<file path="src/rtl/rds_pkg.sv">
// Shared constants and types for the ray DDA setup block.
package rds_pkg;

    localparam int TILE_SIZE = 64;
    localparam int TILE_LOG2 = $clog2(TILE_SIZE);
    // one cell spans TILE_SIZE pixels in Q.8
    localparam int SPAN_LOG2 = TILE_LOG2 + 8;
    localparam int NUM_W     = SPAN_LOG2 + 1;

    // pi * 2^31, turns an eighth-turn index into Q30 radians
    localparam logic [32:0] ANG_K   = 33'd6746518852;
    localparam logic [30:0] Q30_ONE = 31'h4000_0000;
    localparam logic [31:0] MAX32   = 32'hFFFF_FFFF;

    // Horner steps: x / D computed as (x * R) >> K, exact for x < 2^30
    localparam int HORNER_STEPS = 4;
    localparam int SIN_K [HORNER_STEPS] = '{37, 36, 35, 33};
    localparam int COS_K [HORNER_STEPS] = '{36, 35, 34, 31};
    localparam logic [30:0] SIN_R [HORNER_STEPS] = '{
        31'(((64'd1 << 37) + 64'd71) / 64'd72),
        31'(((64'd1 << 36) + 64'd41) / 64'd42),
        31'(((64'd1 << 35) + 64'd19) / 64'd20),
        31'(((64'd1 << 33) + 64'd5) / 64'd6)
    };
    localparam logic [30:0] COS_R [HORNER_STEPS] = '{
        31'(((64'd1 << 36) + 64'd55) / 64'd56),
        31'(((64'd1 << 35) + 64'd29) / 64'd30),
        31'(((64'd1 << 34) + 64'd11) / 64'd12),
        31'(((64'd1 << 31) + 64'd1) / 64'd2)
    };

    // configuration register index, byte address is index * 4
    typedef enum logic [1:0] {
        REG_BASE_ANG,
        REG_ANG_INCR,
        REG_PLAYER_X,
        REG_PLAYER_Y
    } t_reg_idx;

    typedef struct packed {
        logic [15:0]        ang;
        logic signed [15:0] dir_x;
        logic signed [15:0] dir_y;
    } t_trig_res;

    typedef struct packed {
        t_trig_res   trig;
        logic [31:0] delta_x;
        logic [31:0] delta_y;
    } t_recip_res;

    typedef struct packed {
        logic [15:0]        ray_ang;
        logic signed [15:0] dir_x;
        logic signed [15:0] dir_y;
        logic [9:0]         cell_x;
        logic [9:0]         cell_y;
        logic signed [1:0]  step_x;
        logic signed [1:0]  step_y;
        logic [31:0]        delta_dist_x;
        logic [31:0]        delta_dist_y;
        logic [31:0]        side_dist_x;
        logic [31:0]        side_dist_y;
    } t_ray_out;

    // pipeline control shared by all stages
    typedef struct packed {
        logic en;
    } t_pipe_ctl;

endpackage

</file>
<file path="src/rtl/rds_recip.sv">
// Pipelined restoring divider: delta distances round(2^30 / |dir|).
module rds_recip import rds_pkg::*; (
    input  logic       i_clk,
    input  logic       i_rst_n,
    input  t_pipe_ctl  i_ctl,
    input  logic       i_valid,
    input  t_trig_res  i_res,
    output logic       o_valid,
    output t_recip_res o_res
);

    localparam int DIV_BITS     = 32;
    localparam int BITS_PER_STG = 2;
    localparam int DIV_STG      = DIV_BITS / BITS_PER_STG;

    typedef struct packed {
        logic [14:0] rem;
        logic [31:0] dq;   // dividend shifts out the top, quotient in the bottom
        logic [14:0] m;
        logic        zero;
    } t_lane;

    function automatic t_lane div_step(t_lane a);
        t_lane       b;
        logic [15:0] t;
        b = a;
        for (int k = 0; k < BITS_PER_STG; k++) begin
            t    = {b.rem, b.dq[31]};
            b.dq = {b.dq[30:0], 1'b0};
            if (t >= {1'b0, b.m}) begin
                b.rem   = 15'(t - {1'b0, b.m});
                b.dq[0] = 1'b1;
            end else begin
                b.rem = t[14:0];
            end
        end
        return b;
    endfunction

    function automatic t_lane lane_init(logic signed [15:0] d);
        t_lane       l;
        logic [15:0] mag;
        mag    = d[15] ? 16'(-d) : 16'(d);
        l.m    = mag[14:0];
        l.zero = (mag == 16'd0);
        l.rem  = '0;
        l.dq   = 32'(Q30_ONE) + 32'(mag[14:1]);
        return l;
    endfunction

    logic      r_v [DIV_STG+1];
    t_trig_res r_res [DIV_STG+1];
    t_lane     r_lx [DIV_STG+1];
    t_lane     r_ly [DIV_STG+1];

    always_ff @(posedge i_clk) begin
        if (!i_rst_n) r_v[0] <= 1'b0;
        else if (i_ctl.en) r_v[0] <= i_valid;
    end
    always_ff @(posedge i_clk) begin
        if (i_ctl.en) begin
            r_res[0] <= i_res;
            r_lx[0]  <= lane_init(i_res.dir_x);
            r_ly[0]  <= lane_init(i_res.dir_y);
        end
    end

    for (genvar s = 1; s <= DIV_STG; s++) begin : g_stg
        always_ff @(posedge i_clk) begin
            if (!i_rst_n) r_v[s] <= 1'b0;
            else if (i_ctl.en) r_v[s] <= r_v[s-1];
        end
        always_ff @(posedge i_clk) begin
            if (i_ctl.en) begin
                r_res[s] <= r_res[s-1];
                r_lx[s]  <= div_step(r_lx[s-1]);
                r_ly[s]  <= div_step(r_ly[s-1]);
            end
        end
    end

    assign o_valid       = r_v[DIV_STG];
    assign o_res.trig    = r_res[DIV_STG];
    assign o_res.delta_x = r_lx[DIV_STG].zero ? MAX32 : r_lx[DIV_STG].dq;
    assign o_res.delta_y = r_ly[DIV_STG].zero ? MAX32 : r_ly[DIV_STG].dq;

endmodule

</file>
<file path="config.mk">
export PLATFORM = sky130hd
export DESIGN_NAME = rds_recip
export DESIGN_NICKNAME = d
export VERILOG_FILES = /design/src/rtl/rds_pkg.sv /design/src/rtl/rds_recip.sv
export SDC_FILE = /design/constraint.sdc
export NUM_CORES = 2
export LEC_CHECK = 0
export ABC_AREA = 1
export ABC_CLOCK_PERIOD_IN_PS = 4700
export CAP_MARGIN = 20
export CELL_PAD_IN_SITES_DETAIL_PLACEMENT = 1
export CELL_PAD_IN_SITES_GLOBAL_PLACEMENT = 1
export CORE_MARGIN = 2
export CORE_UTILIZATION = 48
export DETAILED_ROUTE_END_ITERATION = 12
export DONT_BUFFER_PORTS = 1
export GPL_TIMING_DRIVEN = 0
export HOLD_SLACK_MARGIN = 0.12
export PLACE_DENSITY_LB_ADDON = 0.1
export SYNTH_ARGS = -nofsm -noshare
export SYNTH_HDL_FRONTEND = slang
export SYNTH_SLANG_ARGS = --single-unit
</file>
<file path="constraint.sdc">
create_clock -name i_clk -period 4.7 [get_ports i_clk]
set_clock_uncertainty 0.2 [all_clocks]
set_input_delay 0.47 -clock i_clk [delete_from_list [all_inputs] [get_ports i_clk]]
set_output_delay 0.47 -clock i_clk [all_outputs]
set_load 0.02 [all_outputs]
</file>
==> metrics.txt <==
CP most frequent cell=nand2_1; first-pass GRT wire length=512 mm; final number of max-transition violations=0; run status=completed; Die Y=516 um; Critical R2R Capture=r_ly[0][940]; number of port buffers=0; Layout Cell Area excl Fill=142,000 um2; initial cell density of the core=48.3%; number of global-route vias before repair=93,000; dominant cell by count in the synthesized netlist=nand2_1; global router's overall resource usage=24.2%; synthesized netlist cell count=12,400; worst hold-check path type=flop to flop; count of final hold-check violations=0; DP Worst Slack=-0.726 ns; area share of the largest cell type after synthesis=55.2%; clock period minus worst slack=4.59 ns; f_max=0.218 GHz; residual antenna-violating net count after detailed routing=0; total die area=266,000 um2; post-synthesis sequential element count=2,309; detailed-router iteration count before antenna repair=5; number of I/O pins=165; number of clock sinks seen by CTS=2,309; critical path's largest stage delay=0.40 ns; CORE AREA=260,000 um2; DRC violations left=0; count of final setup violators=0; post-synthesis instance area=126,000 um2; Clock Latency Late Sink=0.93 ns; WL final=329 mm; TritonCTS clock tree=built; Post-synth top cells=3,002 x nand2_1, 2,308 x edfxtp_1, 1,403 x inv_1; DR WL/cell=19.8 um; Rel. slew slack=10.4%; proportion of synthesized chip area in sequential cells=55.2%; Post-DP HPWL=250 mm; slowest stage cell on the critical path=edfxtp_1; crit start category=flop; top post-synthesis cells by area=edfxtp_1 55%, ha_1 9.1%, nand2_1 9.0%; Vias/cell=5.33; fraction of synthesis flops using an asynchronous set or reset pin=0%; final weighted congestion in routability-driven placement=0.911; sink of the worst hold path=r_ly[0][526]; DRC marker count from the first detailed-route iteration=4,695; Worst Slack Setup Final=0.113 ns; actual transition at the worst max-transition pin=1.34 ns; GRT overflow=0; CP Class=flop to flop; number of max-capacitance violations reported=0; Tcrit/Tclk final=97.6%; H-tree levels=4; number of antenna violations at the first check in global routing=3; critical path data required time=5.09 ns; library cells used by synthesis=63; number of synthesis warnings=0; non-filler instance count after layout=16,600; layout-stage area growth over the synthesis result=13.4%; Worst Hold Launch=r_ly[0][461]; count of buffer and inverter cells on the critical path=5; R2R cell count=25; signal arrival time at the worst endpoint=4.98 ns; share of post-route cells with drive strength above 1=9.90%; number of inserted filler cells in the final layout=28,400; top flip-flop cell by instance count after synthesis=edfxtp_1; width of the die=516 um; row count=187; post-synth top area cell=edfxtp_1; origin of the critical flop-to-flop path=r_ly[0][866]; worst setup slack for register-to-register paths=0.11 ns; crit path max fanout=10; Post-synth EDFFs=2,308; clock-pin slew of the registers on the worst-case setup and hold paths=0.06 ns; worst-case clock buffer depth=4; routed vias=88,500; post-layout net count=13,900; Worst Hold Depth=0; mean area per synthesized cell=10.2 um2; largest net degree at the start of global routing=311; CP delay by family, top=simple AND/OR/NAND/NOR gates; Inserted Clock Buffers=245; cell at the root of the clock tree=clkbuf_16; placed insts=15,900; DP Area=130,000 um2; Worst setup EP type=flop
## kinds of logic (layout without fill, tap and decap cells)
family	count (synthesis)	count (layout)	synth area share, %
and+or+nand+nor	4901	4901	16.8
DFF	2309	2309	55.2
AOI/OAI and AO/OA	1903	1903	8.29
buffers and inverters	1640	2390	5.40
adders and majority gates	960	960	9.83
xor gates and xnor gates	639	639	4.46
other	1	16	0.00299
## layer usage
layer	vias to the layer above	GRT usage, %	wire length [um]
met5	-	0	0
met4	0	8.19	10900
met3	496	2.25	8260
met2	1183	43.4	166000
met1	43200	30.6	144000
li1	43600	-	-
## flip-flops by register name (all words and copies together), names as in the netlist
signal,cells
r_res,816
r_lx,738
r_ly,738
r_v,17
## per-stage QoR
step / TNS, ns / hold WS [ns] / utilization [%]
floorplan: 0 / 0.200 / -
global placement: -48.26 / 0.200 / 50.0
detailed placement: -78.45 / 0.205 / 50.1
CTS: -0.00533 / 0.124 / 53.9
global route: -3.07 / 0.192 / 54.8
finish: 0 / 0.166 / 54.8
## layout by cell type (no fill, tap or decap), types with 53 or more instances in the layout
cell type,n
a21o_1,78
a21oi_1,790
buf_4,273
buf_6,54
clkbuf_16,245
clkinv_1,53
dlygate4sd3_1,100
edfxtp_1,2308
ha_1,886
inv_1,1384
nand2_1,2962
nand3_1,756
nand4_1,137
nor2_1,549
nor3_1,94
o21ai_0,579
o21ai_1,105
o21bai_1,85
or2_2,161
xnor2_1,259
xor2_1,380
## layout make-up
cell class | count | area (um2) | area share (%)
buffer | 205 | 1640 | 1.15
multi-input combinational | 8415 | 50800 | 35.7
inverter | 1435 | 5420 | 3.81
tap | 3496 | 4370 | 3.07
clock buffer | 283 | 6270 | 4.41
timing repair buffer | 297 | 2750 | 1.93
clock inverter | 170 | 1820 | 1.28
antenna | 4 | 10.0 | 0.00703
sequential | 2309 | 69300 | 48.7
## how the worst max path moves through the flow
stage                      start           end  slack, ns  depth (start not counted)
floorplan           r_lx[0][740]  r_lx[0][810]       0.63                         24
global placement    r_ly[0][803]  r_ly[0][878]      -0.65                         24
detailed placement  r_ly[0][803]  r_ly[0][878]      -0.73                         24
CTS                 r_ly[0][803]  r_ly[0][878]     -0.005                         26
global route        r_ly[0][866]  r_ly[0][940]      -0.15                         25
finish              r_ly[0][866]  r_ly[0][940]       0.11                         25
## timing repair
item,in CTS,in global routing
hold endpoints to repair,174,86
setup endpoints to repair,363,444
gates cloned,0,2
hold buffers,100,1
buffers inserted,64,118
pin swaps,43,94
resized for setup,129,363
## worst reg2reg max path: stages (launching register included)
cell and delay (ns):
edfxtp_1 0.40, inv_2 0.12, ha_1 0.17, inv_1 0.09, fa_2 0.37, nand3_1 0.10
nand2_2 0.10, nand2_1 0.10, nand3_1 0.09, nand3_1 0.09, nand2_1 0.12, inv_2 0.09
buf_6 0.13, buf_6 0.15, nand2_1 0.05, o21ai_0 0.15, ha_1 0.35, nand2_1 0.13
nor2_2 0.05, nor3_2 0.24, o21ai_2 0.12, a21boi_0 0.37, o21ai_0 0.21, xor2_1 0.18
nand2_1 0.08, nand2_1 0.06
Power is not shown: default switching activity piles up to over one toggle a cycle in this logic, so the estimate is an artifact.
