<file path="config.mk">
export PLATFORM = sky130hd
export DESIGN_NAME = rds_side
export DESIGN_NICKNAME = d
export VERILOG_FILES = /design/src/rtl/rds_pkg.sv /design/src/rtl/rds_side.sv
export SDC_FILE = /design/constraint.sdc
export NUM_CORES = 2
export LEC_CHECK = 0
export BUFFER_PORTS_ARGS = -buffer_cell sky130_fd_sc_hd__clkbuf_2
export CELL_PAD_IN_SITES_DETAIL_PLACEMENT = 1
export CELL_PAD_IN_SITES_GLOBAL_PLACEMENT = 2
export CORE_AREA = 2 2 418 420
export CTS_CLUSTER_DIAMETER = 50
export CTS_CLUSTER_SIZE = 12
export DETAILED_ROUTE_END_ITERATION = 8
export DIE_AREA = 0 0 420 422
export PLACE_DENSITY_LB_ADDON = 0.1
export SLEW_MARGIN = 20
export SYNTH_ARGS = -nofsm -noshare
export SYNTH_HDL_FRONTEND = slang
export SYNTH_SLANG_ARGS = --single-unit
export TNS_END_PERCENT = 5
</file>
<file path="constraint.sdc">
create_clock -name i_clk -period 22.5 [get_ports i_clk]
set_clock_uncertainty 0.05 [all_clocks]
set_input_delay 3.375 -clock i_clk [delete_from_list [all_inputs] [get_ports i_clk]]
set_output_delay 3.375 -clock i_clk [all_outputs]
set_load 0.01 [all_outputs]
</file>
<file path="src/rtl/rds_pkg.sv">
// Shared constants and types for the ray DDA setup block.
package rds_pkg;

    localparam int TILE_SIZE = 64;
    localparam int TILE_LOG2 = $clog2(TILE_SIZE);
    // one cell spans TILE_SIZE pixels in Q.8
    localparam int SPAN_LOG2 = TILE_LOG2 + 8;
    localparam int NUM_W     = SPAN_LOG2 + 1;

    // pi * 2^31, turns an eighth-turn index into Q30 radians
    localparam logic [32:0] ANG_K   = 33'd6746518852;
    localparam logic [30:0] Q30_ONE = 31'h4000_0000;
    localparam logic [31:0] MAX32   = 32'hFFFF_FFFF;

    // Horner steps: x / D computed as (x * R) >> K, exact for x < 2^30
    localparam int HORNER_STEPS = 4;
    localparam int SIN_K [HORNER_STEPS] = '{37, 36, 35, 33};
    localparam int COS_K [HORNER_STEPS] = '{36, 35, 34, 31};
    localparam logic [30:0] SIN_R [HORNER_STEPS] = '{
        31'(((64'd1 << 37) + 64'd71) / 64'd72),
        31'(((64'd1 << 36) + 64'd41) / 64'd42),
        31'(((64'd1 << 35) + 64'd19) / 64'd20),
        31'(((64'd1 << 33) + 64'd5) / 64'd6)
    };
    localparam logic [30:0] COS_R [HORNER_STEPS] = '{
        31'(((64'd1 << 36) + 64'd55) / 64'd56),
        31'(((64'd1 << 35) + 64'd29) / 64'd30),
        31'(((64'd1 << 34) + 64'd11) / 64'd12),
        31'(((64'd1 << 31) + 64'd1) / 64'd2)
    };

    // configuration register index, byte address is index * 4
    typedef enum logic [1:0] {
        REG_BASE_ANG,
        REG_ANG_INCR,
        REG_PLAYER_X,
        REG_PLAYER_Y
    } t_reg_idx;

    typedef struct packed {
        logic [15:0]        ang;
        logic signed [15:0] dir_x;
        logic signed [15:0] dir_y;
    } t_trig_res;

    typedef struct packed {
        t_trig_res   trig;
        logic [31:0] delta_x;
        logic [31:0] delta_y;
    } t_recip_res;

    typedef struct packed {
        logic [15:0]        ray_ang;
        logic signed [15:0] dir_x;
        logic signed [15:0] dir_y;
        logic [9:0]         cell_x;
        logic [9:0]         cell_y;
        logic signed [1:0]  step_x;
        logic signed [1:0]  step_y;
        logic [31:0]        delta_dist_x;
        logic [31:0]        delta_dist_y;
        logic [31:0]        side_dist_x;
        logic [31:0]        side_dist_y;
    } t_ray_out;

    // pipeline control shared by all stages
    typedef struct packed {
        logic en;
    } t_pipe_ctl;

endpackage

</file>
<file path="src/rtl/rds_side.sv">
// Player cell, step signs and side distances to the first grid lines.
module rds_side import rds_pkg::*; (
    input  logic        i_clk,
    input  logic        i_rst_n,
    input  t_pipe_ctl   i_ctl,
    input  logic        i_valid,
    input  t_recip_res  i_res,
    input  logic [23:0] i_player_x,
    input  logic [23:0] i_player_y,
    output logic        o_valid,
    output t_ray_out    o_res
);

    localparam int PROD_W = NUM_W + 32;
    localparam logic [NUM_W-1:0]  SPAN_V = NUM_W'(1) << SPAN_LOG2;
    localparam logic [PROD_W:0]   HALF_V = (PROD_W + 1)'(1) << (SPAN_LOG2 - 1);

    function automatic logic [NUM_W-1:0] num_of(logic [23:0] pos, logic neg);
        logic [NUM_W-1:0] off;
        off = {1'b0, pos[SPAN_LOG2-1:0]};
        return neg ? off : SPAN_V - off;
    endfunction

    function automatic logic [31:0] side_of(logic [PROD_W-1:0] prod, logic inf,
                                            logic numz);
        logic [PROD_W:0] sum;
        logic [PROD_W:0] q;
        sum = {1'b0, prod} + HALF_V;
        q   = sum >> SPAN_LOG2;
        if (inf) return numz ? 32'd0 : MAX32;
        if (|q[PROD_W:32]) return MAX32;
        return q[31:0];
    endfunction

    logic [NUM_W-1:0] w_num_x;
    logic [NUM_W-1:0] w_num_y;
    assign w_num_x = num_of(i_player_x, i_res.trig.dir_x[15]);
    assign w_num_y = num_of(i_player_y, i_res.trig.dir_y[15]);

    // stage A: num * delta
    logic              r_av;
    t_recip_res        r_ares;
    logic [PROD_W-1:0] r_aprod_x;
    logic [PROD_W-1:0] r_aprod_y;
    logic              r_anumz_x;
    logic              r_anumz_y;
    always_ff @(posedge i_clk) begin
        if (!i_rst_n) r_av <= 1'b0;
        else if (i_ctl.en) r_av <= i_valid;
    end
    always_ff @(posedge i_clk) begin
        if (i_ctl.en) begin
            r_ares    <= i_res;
            r_aprod_x <= w_num_x * i_res.delta_x;
            r_aprod_y <= w_num_y * i_res.delta_y;
            r_anumz_x <= (w_num_x == '0);
            r_anumz_y <= (w_num_y == '0);
        end
    end

    // stage B: round, saturate, assemble
    always_ff @(posedge i_clk) begin
        if (!i_rst_n) o_valid <= 1'b0;
        else if (i_ctl.en) o_valid <= r_av;
    end
    always_ff @(posedge i_clk) begin
        if (i_ctl.en) begin
            o_res.ray_ang      <= r_ares.trig.ang;
            o_res.dir_x        <= r_ares.trig.dir_x;
            o_res.dir_y        <= r_ares.trig.dir_y;
            o_res.cell_x       <= 10'(i_player_x >> SPAN_LOG2);
            o_res.cell_y       <= 10'(i_player_y >> SPAN_LOG2);
            o_res.step_x       <= r_ares.trig.dir_x[15] ? 2'sb11 : 2'sb01;
            o_res.step_y       <= r_ares.trig.dir_y[15] ? 2'sb11 : 2'sb01;
            o_res.delta_dist_x <= r_ares.delta_x;
            o_res.delta_dist_y <= r_ares.delta_y;
            o_res.side_dist_x  <= side_of(r_aprod_x, r_ares.delta_x == MAX32, r_anumz_x);
            o_res.side_dist_y  <= side_of(r_aprod_y, r_ares.delta_y == MAX32, r_anumz_y);
        end
    end

endmodule

</file>
==> impl_summary.md <==
Global route
The most used routing layer in global routing is met2. The combined global-route utilization of all metal layers is 16.20%. The met1 capacity usage during global routing is 21.02%.

Entering global routing, the biggest net connects 71 pins. The number of global-route vias before repair is 34,102. Global routing used 28.41% of the available met2 tracks.

The number of antenna violations at the first check in global routing came to 7. The total overflow left after global routing is 0. The met3 track demand over resource is 1.886%. The first global-routing pass estimated 215.4 mm of wire.

Final layout
The synthesis-to-layout area growth is 15.43%. The number of nets at the end of the flow is 5,546. The number of filler instances in the final layout is 19,463. The proportion of layout cells with a drive suffix above 1 is 12.56%.

Worst setup path
The type of element capturing the critical path is a register. In this design, the stage delay of the slowest critical-path cell is 0.84 ns. The required time of the critical path is 22.88 ns. The worst flop-to-flop path startpoint is r_aprod_y[15]$_DFFE_PP_. STA puts the critical path data arrival time at 11.73 ns. The worst register-to-register path ends at o_res[9]$_DFFE_PP_.

In this run the worst path has a maximum fanout of 34. The depth of the worst register-to-register path is 9. STA classifies the critical path startpoint as a primary input.

For this design, the slowest cell found on the critical path is a31oi_1. In this design, the critical path's most frequently occurring cell is fa_1. The start point of the critical path is i_player_y[0]. The worst-case register-to-register setup slack is 18.29 ns. The start-to-end type of the worst setup path is in2reg.

Logic synthesis
The share of flip-flops with an asynchronous set or reset is 0%. The mux contribution to synthesized area is 0.1309%. Sequential cells were found to cover 26.48% of the synthesized design area.

Counting flops with a built-in enable in the synthesized netlist gives 378. The flip-flop cell with the highest count after synthesis is edfxtp_1. The count of warnings emitted by yosys is 0. The parity-gate share of the synthesized area counting xor and xnor cells is 3.237%. The simple logic cell fraction of the synthesized area is 14.70%. In the post-synthesis netlist, the biggest area contributors are fa_1 (36%), edfxtp_1 (26%), inv_1 (6.8%).

Summed over its instances, the top area cell type makes up 36.02% of the synthesized netlist area. Synthesis produced a netlist whose cell count is 4,109. After synthesis, the largest family of logic cells by area is adder cells. The synthesized-area fraction occupied by adder cells is 42.48%. The cell area after synthesis is 0.04302 sq mm.

The library cell occupying the most area in the post-synthesis netlist is fa_1. The synthesized area per cell is 10.47 sq um. The register bit count reported by yosys is 380. The synthesized netlist devotes 4.377% of its cell area to compound gates.

The unique cell type count in the Yosys netlist is 69.

Clock network
The buffer type at the clock tree root is clkbuf_16. For the worst-skew pair, the clock arrives at the later sink with an insertion delay of 0.69 ns. The buffer depth of the longest clock path is 3.

For this design, the CTS-stage hold fixing added 0 buffers. TritonCTS created 59 clock buffers. The number of setup buffers added after CTS is 0. The quantity of gates resized following cts is 0. After clock tree synthesis, the clock-pin slew on the worst setup and hold paths is 0.06 ns. The maximum level of the CTS H-tree is 2. The clock tree from TritonCTS is built. The tree built by TritonCTS fans out to 380 sinks.

STA
The total of endpoints with negative setup slack in the final report is 0. The maximum achievable frequency is 0.08813 GHz. The clock period minus final worst setup slack is 11.35 ns. The share of the cycle needed by the critical path after routing is 50.43%. Setup repair after global routing left no endpoint under its margin. The final number of max-transition violations is 0. Measured against its own limit, the worst slew margin works out to 27.24%. The final total negative setup slack is 0 ns. At the pin with the least slew margin, the transition time is 1.089 ns. The tightest hold margin is 0.3635 ns. The final hold violation count came to 0.

Detailed routing
The number of design-rule violations left by the first detailed-router iteration is 976. The number of iterations in the first detailed-routing pass is 5. The total vias in the final route is 29,110. The routed design has 138.7 mm of wire. After detailed routing, the average wire length per cell comes to 20.50 microns. The residual DRC count is 0. The number of nets still failing antenna checks after routing is 0. After detailed routing, the number of vias per cell comes to 4.305.

Job
The count of maximum capacitance violations is 0.

Place
The congestion estimate from routability-driven global placement came to 0.7315. The HPWL reported at the end of detailed placement is 106.6 mm. The number of input and output port buffers inserted is 362.

Hold path
The instance count along the most critical hold path is 0. The path category of the worst min-delay check is reg2reg. The worst hold path terminates at o_res[181]$_DFFE_PP_. The worst min-delay path startpoint is r_ares[93]$_DFFE_PP_.

Floorplan
The boundary pin count is 365. Measured along the y axis, the die boundary spans 422 microns. The floorplan step set the die width to 420 microns.

The floorplan step defined a die boundary enclosing 0.1772 sq mm. For this configuration, the core starts out at a cell density of 24.89%. The standard cell core area is 0.1729 sq mm. Row generation in the floorplan step produced 153 rows.

Status
The flow ran to the end, and the final reports show no timing, DRC or antenna violations.
-- how the worst max path moves through the flow --
stage	depth (start not counted)	slack, ns	endpoint
after global routing	31	10.62	r_aprod_x[46]$_DFFE_PP_
final	29	11.15	r_aprod_y[41]$_DFFE_PP_
after CTS	29	11.16	r_aprod_y[41]$_DFFE_PP_
after floorplan	29	12.01	r_aprod_x[46]$_DFFE_PP_
after detailed placement	31	10.44	r_aprod_x[46]$_DFFE_PP_
after global placement	31	10.48	r_aprod_x[46]$_DFFE_PP_
-- registers in the layout, indices dropped and copies added, names as in the netlist --
signal,count
o_res,196
o_valid,1
r_anumz_x,1
r_anumz_y,1
r_aprod_x,34
r_aprod_y,34
r_ares,112
r_av,1
-- cells in the final DEF (no fill, tap or decap), types with 17 or more instances in the layout --
cell	n
a21o_1	39
a21oi_1	155
and2_1	336
and3_1	21
buf_4	45
clkbuf_16	59
clkbuf_2	361
edfxtp_1	378
fa_1	774
ha_1	222
inv_1	778
nand2_1	612
nand3_1	40
nand4_1	38
nor2_1	77
nor2b_1	94
o21ai_0	36
xnor2_1	66
xor2_1	69
xor2_2	17
-- Yosys cell counts, drive strengths merged (3+ instances only) --
cell type  number
nor2           78
xnor2          71
a211oi          7
a21oi         159
o21ai          39
clkbuf        179
nand4          38
o211ai          5
nand2         612
nor3b           3
ha            222
nor3           15
or3             6
inv           778
nand3          41
nor4           15
a21o           39
o21bai         10
edfxtp        378
a211o           3
o21a            6
o31ai           5
mux2i           3
nand2b         13
o41ai           3
a31oi          12
fa            774
xor2           88
a21boi          3
buf            13
and4            8
nor2b          94
or2             3
and2          336
and3           23
-- per-stage QoR --
stage	utilization, %	instances	worst slack (ns)	cell area [sq um]
floorplan	-	4110	12.01	43020
global placement	27.51	6650	10.48	47560
detailed placement	27.51	6650	10.44	47560
CTS	28.72	6759	11.16	49650
global route	28.72	6759	10.62	49650
finish	28.72	6762	11.15	49660
-- layout make-up --
| cell class | count | area [sq um] | area share [%] |
|---|---|---|---|
| Multi-Input combinational cell | 2760 | 28180 | 56.76 |
| Sequential cell | 380 | 11390 | 22.94 |
| Inverter | 778 | 2920 | 5.881 |
| Tap cell | 2325 | 2909 | 5.858 |
| Timing Repair Buffer | 407 | 2160 | 4.349 |
| Clock buffer | 63 | 1491 | 3.004 |
| Clock inverter | 46 | 593.1 | 1.194 |
| Antenna cell | 3 | 7.507 | 0.01512 |
-- metal layers --
metal	share of wire, %	up-vias
met2	50	397
met5	0	-
met1	45	15385
met4	2.7	0
li1	-	13203
met3	2.9	125
-- kinds of logic after synthesis --
group	count (synthesis)
buf+inv	970
compound gates	309
flops	380
xor+xnor	159
mux	5
other cells	1
fa+ha+maj	996
simple gates	1289
-- worst max-delay path: cells and delay by family --
family	cells	cell delay, ns
adders and majority gates	8	3.54
AOI/OAI and AO/OA	6	2.07
and+or+nand+nor	6	1.38
buffers and inverters	7	1.12
xor gates and xnor gates	2	0.21
Power is not shown: default switching activity piles up to over one toggle a cycle in this logic, so the estimate is an artifact.
